`src/rtl/core/csv_ssc_pkg.sv`:
```
package csv_ssc_pkg;

  // column type codes
  localparam logic [2:0] TYPE_BOOL = 3'd1;
  localparam logic [2:0] TYPE_INT  = 3'd2;
  localparam logic [2:0] TYPE_DEC  = 3'd3;

  localparam logic [7:0] LOWER_MASK = 8'h20;
  localparam logic [7:0] CH_COMMA   = 8'h2c;
  localparam logic [7:0] CH_DOT     = 8'h2e;
  localparam logic [7:0] CH_PLUS    = 8'h2b;
  localparam logic [7:0] CH_MINUS   = 8'h2d;
  localparam logic [7:0] CH_LOW_E   = 8'h65;
  localparam logic [7:0] CH_UP_E    = 8'h45;
  localparam logic [7:0] CH_ZERO    = 8'h30;
  localparam logic [7:0] CH_NINE    = 8'h39;

  localparam logic [2:0] TRUE_LEN  = 3'd4;
  localparam logic [2:0] FALSE_LEN = 3'd5;
  localparam logic [2:0] COUNT_MAX = 3'd7;

  typedef enum logic [2:0] {
    PH_START    = 3'd0,
    PH_MANT     = 3'd1,
    PH_EXP_MARK = 3'd2,
    PH_EXP_SIGN = 3'd3,
    PH_EXP_DIG  = 3'd4
  } phase_e;

  typedef struct packed {
    phase_e     phase;
    logic       digit_seen;
    logic       dot_seen;
    logic       failed;
    logic [2:0] bool_count;
    logic       match_true;
    logic       match_false;
  } st_t;

  typedef struct packed {
    logic [7:0] out_byte;
    logic       keep;
    logic       value_end;
    logic       valid_res;
  } res_t;

  localparam st_t ST_CLEAR = '{
    phase:       PH_START,
    digit_seen:  1'b0,
    dot_seen:    1'b0,
    failed:      1'b0,
    bool_count:  3'd0,
    match_true:  1'b1,
    match_false: 1'b1
  };

  function automatic logic [7:0] true_char(input logic [1:0] idx);
    case (idx)
      2'd0:    true_char = 8'h74; // t
      2'd1:    true_char = 8'h72; // r
      2'd2:    true_char = 8'h75; // u
      default: true_char = 8'h65; // e
    endcase
  endfunction

  function automatic logic [7:0] false_char(input logic [2:0] idx);
    case (idx)
      3'd1:    false_char = 8'h61; // a
      3'd2:    false_char = 8'h6c; // l
      3'd3:    false_char = 8'h73; // s
      3'd4:    false_char = 8'h65; // e
      default: false_char = 8'h66; // f
    endcase
  endfunction

endpackage

```
`src/rtl/core/csv_ssc_step.sv`:
```
module csv_ssc_step import csv_ssc_pkg::*; (
  input  st_t        state_i,
  input  logic [7:0] data_byte_i,
  input  logic [2:0] value_type_i,
  input  logic       last_byte_i,
  input  logic       empty_value_i,
  output st_t        state_o,
  output res_t       res_o
);

  logic       is_dec;
  logic       is_digit;
  logic       is_sign;
  logic       is_exp;
  logic [7:0] low;
  st_t        upd;
  logic       verdict;

  always_comb begin
    is_dec   = (value_type_i == TYPE_DEC);
    is_digit = data_byte_i inside {[CH_ZERO:CH_NINE]};
    is_sign  = data_byte_i inside {CH_PLUS, CH_MINUS};
    is_exp   = data_byte_i inside {CH_LOW_E, CH_UP_E};
    low      = data_byte_i | LOWER_MASK;
    upd      = state_i;

    if (!(is_dec && data_byte_i == CH_COMMA)) begin
      // numeric recognizer
      if (!state_i.failed) begin
        if (state_i.phase == PH_START) begin
          upd.phase = PH_MANT;
        end
        if (!(state_i.phase == PH_START && is_sign)) begin
          case (upd.phase)
            PH_MANT: begin
              if (is_digit) begin
                upd.digit_seen = 1'b1;
              end else if (is_dec && data_byte_i == CH_DOT && !state_i.dot_seen) begin
                upd.dot_seen = 1'b1;
              end else if (is_dec && is_exp && state_i.digit_seen) begin
                upd.phase = PH_EXP_MARK;
              end else begin
                upd.failed = 1'b1;
              end
            end
            PH_EXP_MARK: begin
              if (is_sign) begin
                upd.phase = PH_EXP_SIGN;
              end else if (is_digit) begin
                upd.phase = PH_EXP_DIG;
              end else begin
                upd.failed = 1'b1;
              end
            end
            PH_EXP_SIGN, PH_EXP_DIG: begin
              if (is_digit) begin
                upd.phase = PH_EXP_DIG;
              end else begin
                upd.failed = 1'b1;
              end
            end
            default: upd.failed = 1'b1;
          endcase
        end
      end
      // boolean recognizer
      if (state_i.bool_count >= TRUE_LEN || low != true_char(state_i.bool_count[1:0])) begin
        upd.match_true = 1'b0;
      end
      if (state_i.bool_count >= FALSE_LEN || low != false_char(state_i.bool_count)) begin
        upd.match_false = 1'b0;
      end
      if (state_i.bool_count != COUNT_MAX) begin
        upd.bool_count = state_i.bool_count + 3'd1;
      end
    end

    case (value_type_i)
      TYPE_BOOL: verdict = (upd.match_true && upd.bool_count == TRUE_LEN) ||
                           (upd.match_false && upd.bool_count == FALSE_LEN);
      TYPE_INT, TYPE_DEC: begin
        if (upd.failed) begin
          verdict = 1'b0;
        end else if (upd.phase == PH_START || upd.phase == PH_MANT) begin
          verdict = upd.digit_seen;
        end else begin
          verdict = (upd.phase == PH_EXP_DIG);
        end
      end
      default: verdict = 1'b1;
    endcase

    if (empty_value_i) begin
      state_o         = ST_CLEAR;
      res_o.out_byte  = 8'h00;
      res_o.keep      = 1'b0;
      res_o.value_end = 1'b1;
      res_o.valid_res = !(value_type_i inside {TYPE_BOOL, TYPE_INT, TYPE_DEC});
    end else begin
      state_o         = last_byte_i ? ST_CLEAR : upd;
      res_o.out_byte  = data_byte_i;
      res_o.keep      = !(is_dec && data_byte_i == CH_COMMA);
      res_o.value_end = last_byte_i;
      res_o.valid_res = last_byte_i && verdict;
    end
  end

endmodule

```
`src/rtl/core/csv_scalar_syntax_check_core.sv`:
```
// CSV scalar syntax checker. Takes one byte of a field value per
// transaction and returns exactly one result transaction per input, in the
// cycle after acceptance: the byte (commas of decimal values flagged with
// keep low), a value_end flag, and on the closing result the verdict for
// the whole value under the type given on that item. Throughput is one
// byte per clock unless the consumer stalls; the only loop is the small
// recognizer state register, updated in the same cycle an item is accepted. in_ready_o is high while
// the result register is empty or being drained by out_ready_i, so a
// stalled consumer stalls the producer with no bubble on release.
module csv_scalar_syntax_check_core import csv_ssc_pkg::*; (
  input  logic       clk_i,
  input  logic       rst_ni,
  input  logic       in_valid_i,
  output logic       in_ready_o,
  input  logic [7:0] data_byte_i,
  input  logic [2:0] value_type_i,
  input  logic       last_byte_i,
  input  logic       empty_value_i,
  output logic       out_valid_o,
  input  logic       out_ready_i,
  output logic [7:0] out_byte_o,
  output logic       keep_o,
  output logic       value_end_o,
  output logic       valid_res_o
);

  st_t  state_q, state_d;
  res_t res_q, res_d;
  logic out_valid_q, out_valid_d;
  logic in_acc;

  // recognizer: current state plus incoming byte -> next state and result
  csv_ssc_step u_step (
    .state_i       (state_q),
    .data_byte_i   (data_byte_i),
    .value_type_i  (value_type_i),
    .last_byte_i   (last_byte_i),
    .empty_value_i (empty_value_i),
    .state_o       (state_d),
    .res_o         (res_d)
  );

  // result register may refill in the cycle it drains
  assign in_ready_o = !out_valid_q || out_ready_i;
  assign in_acc     = in_valid_i && in_ready_o;

  always_comb begin
    out_valid_d = out_valid_q;
    if (in_acc) begin
      out_valid_d = 1'b1;
    end else if (out_ready_i) begin
      out_valid_d = 1'b0;
    end
  end

  // control state: recognizer and output valid
  always_ff @(posedge clk_i or negedge rst_ni) begin
    if (!rst_ni) begin
      state_q     <= ST_CLEAR;
      out_valid_q <= 1'b0;
    end else begin
      out_valid_q <= out_valid_d;
      if (in_acc) begin
        state_q <= state_d;
      end
    end
  end

  // result payload, no reset needed
  always_ff @(posedge clk_i) begin
    if (in_acc) begin
      res_q <= res_d;
    end
  end

  assign out_valid_o = out_valid_q;
  assign out_byte_o  = res_q.out_byte;
  assign keep_o      = res_q.keep;
  assign value_end_o = res_q.value_end;
  assign valid_res_o = res_q.valid_res;

endmodule

```
`config.mk`:
```
export PLATFORM = sky130hd
export DESIGN_NAME = csv_scalar_syntax_check_core
export DESIGN_NICKNAME = d
export VERILOG_FILES = /design/src/rtl/core/csv_ssc_pkg.sv /design/src/rtl/core/csv_ssc_step.sv /design/src/rtl/core/csv_scalar_syntax_check_core.sv
export SDC_FILE = /design/constraint.sdc
export NUM_CORES = 1
export LEC_CHECK = 0
export ABC_AREA = 0
export BUFFER_PORTS_ARGS = -buffer_cell sky130_fd_sc_hd__buf_4
export CORE_MARGIN = 5
export CORE_UTILIZATION = 40
export CTS_CLUSTER_DIAMETER = 120
export DETAILED_ROUTE_END_ITERATION = 7
export HOLD_SLACK_MARGIN = 0.1
export PLACE_DENSITY = 0.69
export SYNTH_ARGS = -nofsm -noshare
export SYNTH_HDL_FRONTEND = slang
export SYNTH_SLANG_ARGS = --single-unit
```
`constraint.sdc`:
```
create_clock -name clk_i -period 6.25 [get_ports clk_i]
set_input_delay 1.25 -clock clk_i [delete_from_list [all_inputs] [get_ports clk_i]]
set_output_delay 1.25 -clock clk_i [all_outputs]
set_load 0.01 [all_outputs]
```
# Yosys cells after proc, flatten, opt, wreduce, memory -nomap -nowiden

Cells that the tools add are included.
W data, S select, Z words.

Flip-flop bits (word level): 23
Latch bits: 0
RAM bits: 0
Bits in read-only memories: 0
Input bits: 17
Output and inout bits: 13
Word-level logic and storage cells: 115
Memories: 0

Add/sub/neg operators: 1
Multiply operators: 0
Divide/modulo/power cells: 0
$lt $le $gt $ge: 4
Eq/ne operators: 30
Shift-type cells: 0
Mux-type cells: 36
Bitwise operators: 0
Reductions and logical operators: 32

Operators by type and width:

| cell                 | count |
|---|---|
| $mux W11             | 3 |
| $eq A8 B6 Y1 const B | 4 |
| $mux W3              | 9 |
| $pmux W5 S4          | 1 |
| $eq A3 B2 Y1 const B | 6 |
| $eq A8 B7 Y1 const B | 2 |
| $mux W8              | 2 |
| $ne A8 B8 Y1         | 2 |
| $eq A3 B3 Y1 const B | 5 |
| $ne A3 B3 Y1 const B | 5 |
| $pmux W5 S3          | 1 |
| $mux W1              | 13 |
| $eq A3 B1 Y1 const B | 4 |
| $mux W6              | 2 |
| $logic_and A1 B1 Y1  | 11 |
| $pmux W3 S3          | 1 |
| $reduce_bool A3 Y1   | 3 |
| $ge A8 B6 Y1 const B | 1 |
| $le A8 B6 Y1 const B | 1 |
| $reduce_and A7 Y1    | 1 |
| $ge A3 B3 Y1 const B | 2 |
| $logic_not A3 Y1     | 2 |
| $reduce_bool A2 Y1   | 3 |
| $logic_or A1 B1 Y1   | 5 |
| other kinds (9)      | 14 |

# Logic depth before layout (Yosys ltp)

Gate-level depths: netlist of the first run.

Depth in word-level cells: 18
Gate-level depth with buffers: 8
Gate-level depth less buffers: 8

# Modules after synthesis

A second synthesis of the first run with hierarchy kept.

Cell total of the unflattened synthesis: 172
Area, all modules: 1727.9 um2

By module, submodules not included:

| module                       | times used | cells each | area an instance (um2) | sequential area each (um2) |
|---|---|---|---|---|
| csv_ssc_step                 | 1          | 133        | 889.6                  | 0.0 |
| csv_scalar_syntax_check_core | 1          | 39         | 838.3                  | 633.1 |

# Least setup slack after synthesis of the first run

Ideal clock, no wire load.

Path type: input to register
From: input port data_byte_i[4]
To: register res_q (netlist bit valid_res_o) (data pin)
Setup time: 0.259 ns
Arrival: 2.508 ns
Data required time: 5.991 ns
Slack: 3.484 ns
Cell stages on the path: 7
Path buffers: 1
Path through: buf_2 -> and3b_1 -> and4bb_1 -> nand3b_1 -> a2111oi_2 -> o31a_1 -> o21ai_1

RTL lines:

| element              | line                               | text |
|---|---|---|
| from (decl)          | csv_scalar_syntax_check_core.sv:15 | `input logic [7:0] data_byte_i,` |
| to (signal assigned) | csv_scalar_syntax_check_core.sv:72 | `res_q <= res_d;` |
| to (decl)            | csv_scalar_syntax_check_core.sv:28 | `res_t res_q, res_d;` |

# Worst setup path after layout of the first run

From: input port out_ready_i
To: output port in_ready_o

Longest elaborated chain between the ends: 1

Ends and longest elaborated chain:

| element            | line                               | text |
|---|---|---|
| from (decl)        | csv_scalar_syntax_check_core.sv:20 | `input logic out_ready_i,` |
| $logic_or A1 B1 Y1 | csv_scalar_syntax_check_core.sv:44 | `assign in_ready_o = !out_valid_q \|\| out_ready_i;` |
| to (decl)          | csv_scalar_syntax_check_core.sv:14 | `output logic in_ready_o,` |

No other way between the ends.

==> impl_results.md, run 1 <==
- Status: complete, no violations
- CP Cell Sequence: buf_4 -> nand2b_1 -> buf_4
- Total Routed Length: 3860 um
- Ratio of cells with drive above 1 in the final layout: 0.205
- Max-slew violation count: 0
- NetSw: 0.0952 mW
- CP Data Required Time: roughly 5 ns
- Buf/Inv on CP: 2
- Total track usage: 0.155
- Final hold vios: 0
- CP Class: primary input to output port
- Internal: between 0.2 and 0.25 mW
- CTS hold repair buffers: 0
- Post-CTS sizing: 0
- Least-Margin Pin Slew: between 0.6 and 0.7 ns
- Clk_skew: roughly 0.0016 ns
- Ports: 30
- Clk root buf: clkbuf_8
- Register area share after synthesis: 0.405
- Grt ovf: 0
- Crit-path most repeated cell: buf_4
- CTS H-tree depth: 1
- Final ANT Viol Nets: 0
- Min Hold Slack: 0.556 ns
- Vias: ~1,400
- Setup crit end kind: output port
- Combinational Power Share: 0.209
- CORE AREA: approximately 3700 sq um
- Yosys warnings: 0
- Largest net degree at the start of global routing: 18
- Fin crit share: 0.469
- FFs w/ async S/R, synth: 0.522
- Worst hold path type: register to register
- Synth area leaders: edfxtp_1 21%, dfrtp_1 16%, nor2b_1 4.4%
- Clock Power Share: 0.270
- I/O Buffers: 29
- Syn_nets: between 150 and 200
- Worst Setup Start Kind: primary input
- Netlist cell types: 50
- Sequential power share: 0.521
- NumNets Final: approximately 210
- Horiz. Die Dim: between 70 and 80 um
- CTS tree: built
- Switching share of power: 0.277
- Longest Clk Path Bufs: 2
- Worst Path Arrival: 1.68 ns
- Die height: about 73 um
- Vias in the first global route: roughly 1,300
- Max_slew headroom: 0.564
- FP Rows: 22
- Avg WL per Cell: 16.2 um
- DRT iter0 DRCs: 122
- Final Setup Violations: 0
- Max cap viols: 0
- Top_reg_cell synth: edfxtp_1
- # diodes: 0
- Share of the synthesized area in the top cell type: 0.211
- Static leakage: between 0.7 and 0.8 nW
- Crit path max-delay family: buffers and inverters
- Final min period: approximately 2.9 ns
- # DRC: 0
- Avg Cell Area, Syn: about 9.3 sq um
- Area Growth Syn to Fin: 16.6%
- Total die area: ~5300 sq um
- Power Dens Cells: 188 nW/um^2
- Critical path's largest stage delay: between 0.15 and 0.2 ns
- EDFF count, synth: 11
- Worst-Skew Late Latency: around 0.27 ns
- GP Congestion: between 0.8 and 0.9
- Drt first pass iters: 4
- Setup total negative slack: 0 ns
- Final HPWL DP: just under 3000 um
- Sinks on Clock Net: 23
- Worst VDD drop: 122 uV
- Clk slew on worst S/H paths: about 0.08 ns
- RSZ-0062 raised after global routing: no
- CP max FO: 3
- Post-synthesis register bit count: 23
- Tot Pwr: approximately 0.34 mW
- Vias per inst: about 5.8
- Initial antenna violation count: 0
- Syn Inst Count: roughly 170
- Biggest area consumer among synthesized cells: edfxtp_1
- Cell Area, Synth: 1560 sq um
- Number of buffers created by CTS: 3
- Final core occ: 0.491
- FMAX: roughly 0.34 GHz
- First-pass GRT wire length: 6470 um
- Setup bufs post-CTS: 0
- Initial Util: 0.421
- Slowest CP cell: nand2b_1
## flip-flops by register name, summed over array words and instances, names as in the netlist
name	cells
state_q	11
out_byte_o	8
keep_o	1
out_valid_o	1
valid_res_o	1
value_end_o	1
## cells in the mapped netlist (all sizes together) (3+ instances only)
| cell | number |
|---|---|
| nor3 | 6 |
| dfrtp | 10 |
| ha | 4 |
| nor2 | 18 |
| o21ai | 11 |
| xor2 | 3 |
| nand2 | 14 |
| nor2b | 11 |
| clkbuf | 5 |
| nand2b | 7 |
| nand4 | 3 |
| a32o | 3 |
| buf | 6 |
| inv | 4 |
| edfxtp | 11 |
| nand3b | 3 |
| nor3b | 4 |
| a21oi | 10 |
## power groups by stage
stage	combinational, mW	clock [mW]	sequential (mW)
after floorplan	0.0448	0	0.181
after global placement	0.0705	0	0.182
after detailed placement	0.0718	0	0.182
after CTS	0.0720	0.0958	0.179
after global routing	0.0803	0.105	0.180
final	0.0718	0.0928	0.179
## metal layers
| layer | up-vias | track usage | wire [um] |
|---|---|---|---|
| li1 | 664 | - | - |
| met4 | 0 | 0.0348 | 32 |
| met5 | - | 0 | 0 |
| met2 | 50 | 0.247 | 1860 |
| met1 | 671 | 0.210 | 1740 |
| met3 | 5 | 0.0402 | 230 |
## worst paths after layout
path	from	to	slack, ns	depth (start not counted)
setup / recovery	out_ready_i	in_ready_o	3.32	3
hold / removal	state_q[0]$_DFFE_PN1P_	state_q[0]$_DFFE_PN1P_	0.56	2
setup reg to reg	state_q[2]$_DFFE_PN0P_	valid_res_o$_DFFE_PP_	3.98	8
hold reg to reg	state_q[0]$_DFFE_PN1P_	state_q[0]$_DFFE_PN1P_	0.56	2
max in group asynchronous	rst_ni	state_q[0]$_DFFE_PN1P_	5.22	1
min in group asynchronous	rst_ni	state_q[3]$_DFFE_PN0P_	0.80	1
## cell families after synthesis
family                   after synthesis  share of synthesized area
AND/OR/NAND/NOR                       77                      0.288
AO/OA/AOI/OAI                         45                      0.202
flip-flops                            23                      0.405
buffers and inverters                 15                     0.0504
XOR/XNOR                               4                     0.0224
adder cells (fa/ha/maj)                4                     0.0320
## layout by cell type, fill, tap and decap left out, types with 4 or more instances in the layout
| cell type | Yosys | layout |
|---|---|---|
| nor3_1 | 5 | 5 |
| nor2b_1 | 11 | 11 |
| ha_1 | 4 | 4 |
| nor2_1 | 18 | 18 |
| o21ai_0 | 9 | 9 |
| nand2b_1 | 7 | 7 |
| nand2_1 | 14 | 14 |
| dfrtp_1 | 10 | 10 |
| edfxtp_1 | 11 | 11 |
| a21oi_1 | 10 | 10 |
| inv_1 | 4 | 4 |
| buf_4 | 1 | 29 |
## worst register-to-register path: stages, from the launching register on
cell     delay, ns
dfrtp_1       0.46
inv_1         0.12
ha_1          0.29
or3_1         0.33
a21o_1        0.16
a31oi_1       0.17
nand4_1       0.18
a32o_1        0.29
o21ai_1       0.12
## cell type report
type	count	area (sq um)
fill	351	1890
tap	48	60.1
inverter	4	15.0
multi-input combinational	130	852
timing repair buffer	29	218
sequential	23	633
clock buffer	4	45.0
## metrics by stage
step	setup WS [ns]	instances	area [sq um]
final	3.32	238	1820
after CTS	3.32	238	1820
after global placement	3.33	234	1780
after detailed placement	3.25	234	1780
after global routing	3.29	238	1820
after floorplan	3.48	168	1560
No activity file was read; power rests on OpenSTA's default activity.
==> inputs of run 2 (changes only) <==
==> constraint.sdc (replaced) <==
create_clock -name clk_i -period 2.8 [get_ports clk_i]
set_input_delay 0.56 -clock clk_i [delete_from_list [all_inputs] [get_ports clk_i]]
set_output_delay 0.56 -clock clk_i [all_outputs]
set_load 0.01 [all_outputs]
==> impl_results.md, run 2 (same netlist as run 1, synthesis figures left out) <==
- Status: complete, no violations (unchanged)
- Final min period: roughly 2.3 ns
- Final ANT Viol Nets: 0 (unchanged)
- Post-route cell area: 1830 sq um (was 1820 sq um)
- Final HPWL DP: 2880 um (was 2960 um)
- Ports: 30 (unchanged)
- GP Congestion: 0.939 (was 0.894)
- Longest Clk Path Bufs: 2 (unchanged)
- FMAX: ~0.43 GHz
- CTS tree: built (unchanged)
- Number of buffers created by CTS: 3 (unchanged)
- Fillers: 362 (was 351)
- Initial Util: 0.421 (unchanged)
- FP Rows: 22 (unchanged)
- CP max FO: 7 (was 3)
- Buf/Inv on CP: 1 (was 2)
- Post-CTS sizing: 0 (unchanged)
- Clk root buf: clkbuf_8 (unchanged)
- Fin crit share: 0.824
- Static leakage: 0.720 nW (was 0.717 nW)
- Min Hold Slack: 0.116 ns (was 0.556 ns)
- Setup crit end kind: register (was output port)
- # diodes: 0 (unchanged)
- Slowest CP cell: dfrtp_1 (was nand2b_1)
- Worst Path Arrival: 2.44 ns (was 1.68 ns)
- Post-Place Cell Area: 1780 sq um (unchanged)
- Avg WL per Cell: 16.2 um (about the same)
- Most common cell after layout, fill and taps aside: buf_4 (unchanged)
- Least-Margin Pin Slew: 0.614 ns (was 0.654 ns)
- Vias per inst: 5.90 (was 5.84)
- Total die area: 5260 sq um (unchanged)
- CP Cell Sequence: inv_1 -> ha_1 -> or3_1 -> a21o_1 -> a31oi_1 -> nand4_1 -> a32o_1 -> o21ai_1 (was buf_4 -> nand2b_1 -> buf_4)
- Worst slack, placed: 0.422 ns (was 3.25 ns)
- Sinks on Clock Net: 23 (unchanged)
- Horiz. Die Dim: 72.5 um (unchanged)
- Max-slew violation count: 0 (unchanged)
- Final Setup Violations: 0 (unchanged)
- Vias: 1,404 (was 1,390)
- Grt ovf: 0 (unchanged)
- CTS hold repair buffers: 0 (unchanged)
- Worst-Skew Late Latency: 0.27 ns (about the same)
- Critical path's largest stage delay: 0.46 ns (was 0.16 ns)
- I/O Buffers: 29 (unchanged)
- Worst VDD drop: 377 uV (was 122 uV)
- Max FFs per register: 11 (unchanged)
- CP Data Required Time: 2.93 ns (was 5.00 ns)
- Clk slew on worst S/H paths: 0.08 ns (about the same)
- Power Dens Cells: 426 nW/um^2 (was 188 nW/um^2)
- Drt first pass iters: 4 (unchanged)
- CORE AREA: 3720 sq um (unchanged)
- Ratio of cells with drive above 1 in the final layout: 0.211 (was 0.205)
- Max cap viols: 0 (unchanged)
- Clk_skew: 0.00699 ns (was 0.00165 ns)
- CTS H-tree depth: 1 (unchanged)
- Crit path max-delay family: compound AO/OA/AOI/OAI gates (was buffers and inverters)
- RSZ-0062 raised after global routing: no (unchanged)
- Worst hold path type: primary input to asynchronous set/reset pin (was register to register)
- Setup ws final: 0.494 ns (was 3.32 ns)
- First-pass GRT wire length: 6450 um (was 6470 um)
- Setup total negative slack: 0 ns (unchanged)
- Largest net degree at the start of global routing: 18 (unchanged)
- Final std cells w/o fill: 238 (unchanged)
- CP Class: register to register (was primary input to output port)
- Area Growth Syn to Fin: 16.8% (was 16.6%)
- Commonest cells after routing, fill and taps aside: 29 x buf_4, 18 x nor2_1, 14 x nand2_1 (unchanged)
- NumNets Final: 212 (unchanged)
- # DRC: 0 (unchanged)
- Placed cell count: 234 (unchanged)
- Max_slew headroom: 0.590 (was 0.564)
- Die height: 72.5 um (unchanged)
- Largest register by flop count: state_q (unchanged)
- Final hold vios: 0 (unchanged)
- Total Routed Length: 3850 um (was 3860 um)
- Initial antenna violation count: 0 (unchanged)
- Total track usage: 0.154 (was 0.155)
- Vias in the first global route: 1,399 (was 1,344)
- Worst Setup Start Kind: register (was primary input)
- Setup bufs post-CTS: 0 (unchanged)
- DRT iter0 DRCs: 113 (was 122)
run 2: cell counts in the layout (fill, tap and decap cells not counted):
Identical to the previous run, type by type.
run 2: worst paths after layout:
check	to	startpoint	cells past startpoint	slack, ns
max	valid_res_o$_DFFE_PP_	state_q[2]$_DFFE_PN0P_	8	0.49
min	state_q[10]$_DFFE_PN0P_	rst_ni	1	0.12
max reg2reg	valid_res_o$_DFFE_PP_	state_q[2]$_DFFE_PN0P_	8	0.49
min reg2reg	out_valid_o$_DFFE_PN0P_	out_valid_o$_DFFE_PN0P_	2	0.56
max in group asynchronous	state_q[0]$_DFFE_PN1P_	rst_ni	1	2.46
min in group clk_i	out_valid_o$_DFFE_PN0P_	in_valid_i	2	0.49
run 2: cell type report:
class,instances,area (sq um),share of cell area
well taps,48,60.1,0.0329
flip-flops and latches,23,633,0.347
repair buffers,29,218,0.119
multi-input cells,130,852,0.466
clock buffers,4,48.8,0.0267
inverters,4,15.0,0.00822
run 2: per-layer routing:
metal  vias to the layer above  track usage  wire (um)
li1                        667            -          -
met3                        10       0.0471        268
met5                         -            0          0
met2                        61        0.257       1890
met4                         0       0.0492         48
met1                       666        0.188       1640
run 2: power by group:
| group | leakage [nW] | switching [mW] | internal, mW |
|---|---|---|---|
| registers | 0.261 | 0.0198 | 0.380 |
| logic | 0.433 | 0.0882 | 0.0717 |
| clock network | 0.0262 | 0.106 | 0.111 |
| total | 0.720 | 0.214 | 0.563 |
run 2: through the flow:
stage / util / power (mW)
CTS: 0.492 / 0.782
finish: 0.492 / 0.778
floorplan: - / 0.503
global placement: 0.478 / 0.560
detailed placement: 0.478 / 0.565
global route: 0.492 / 0.818
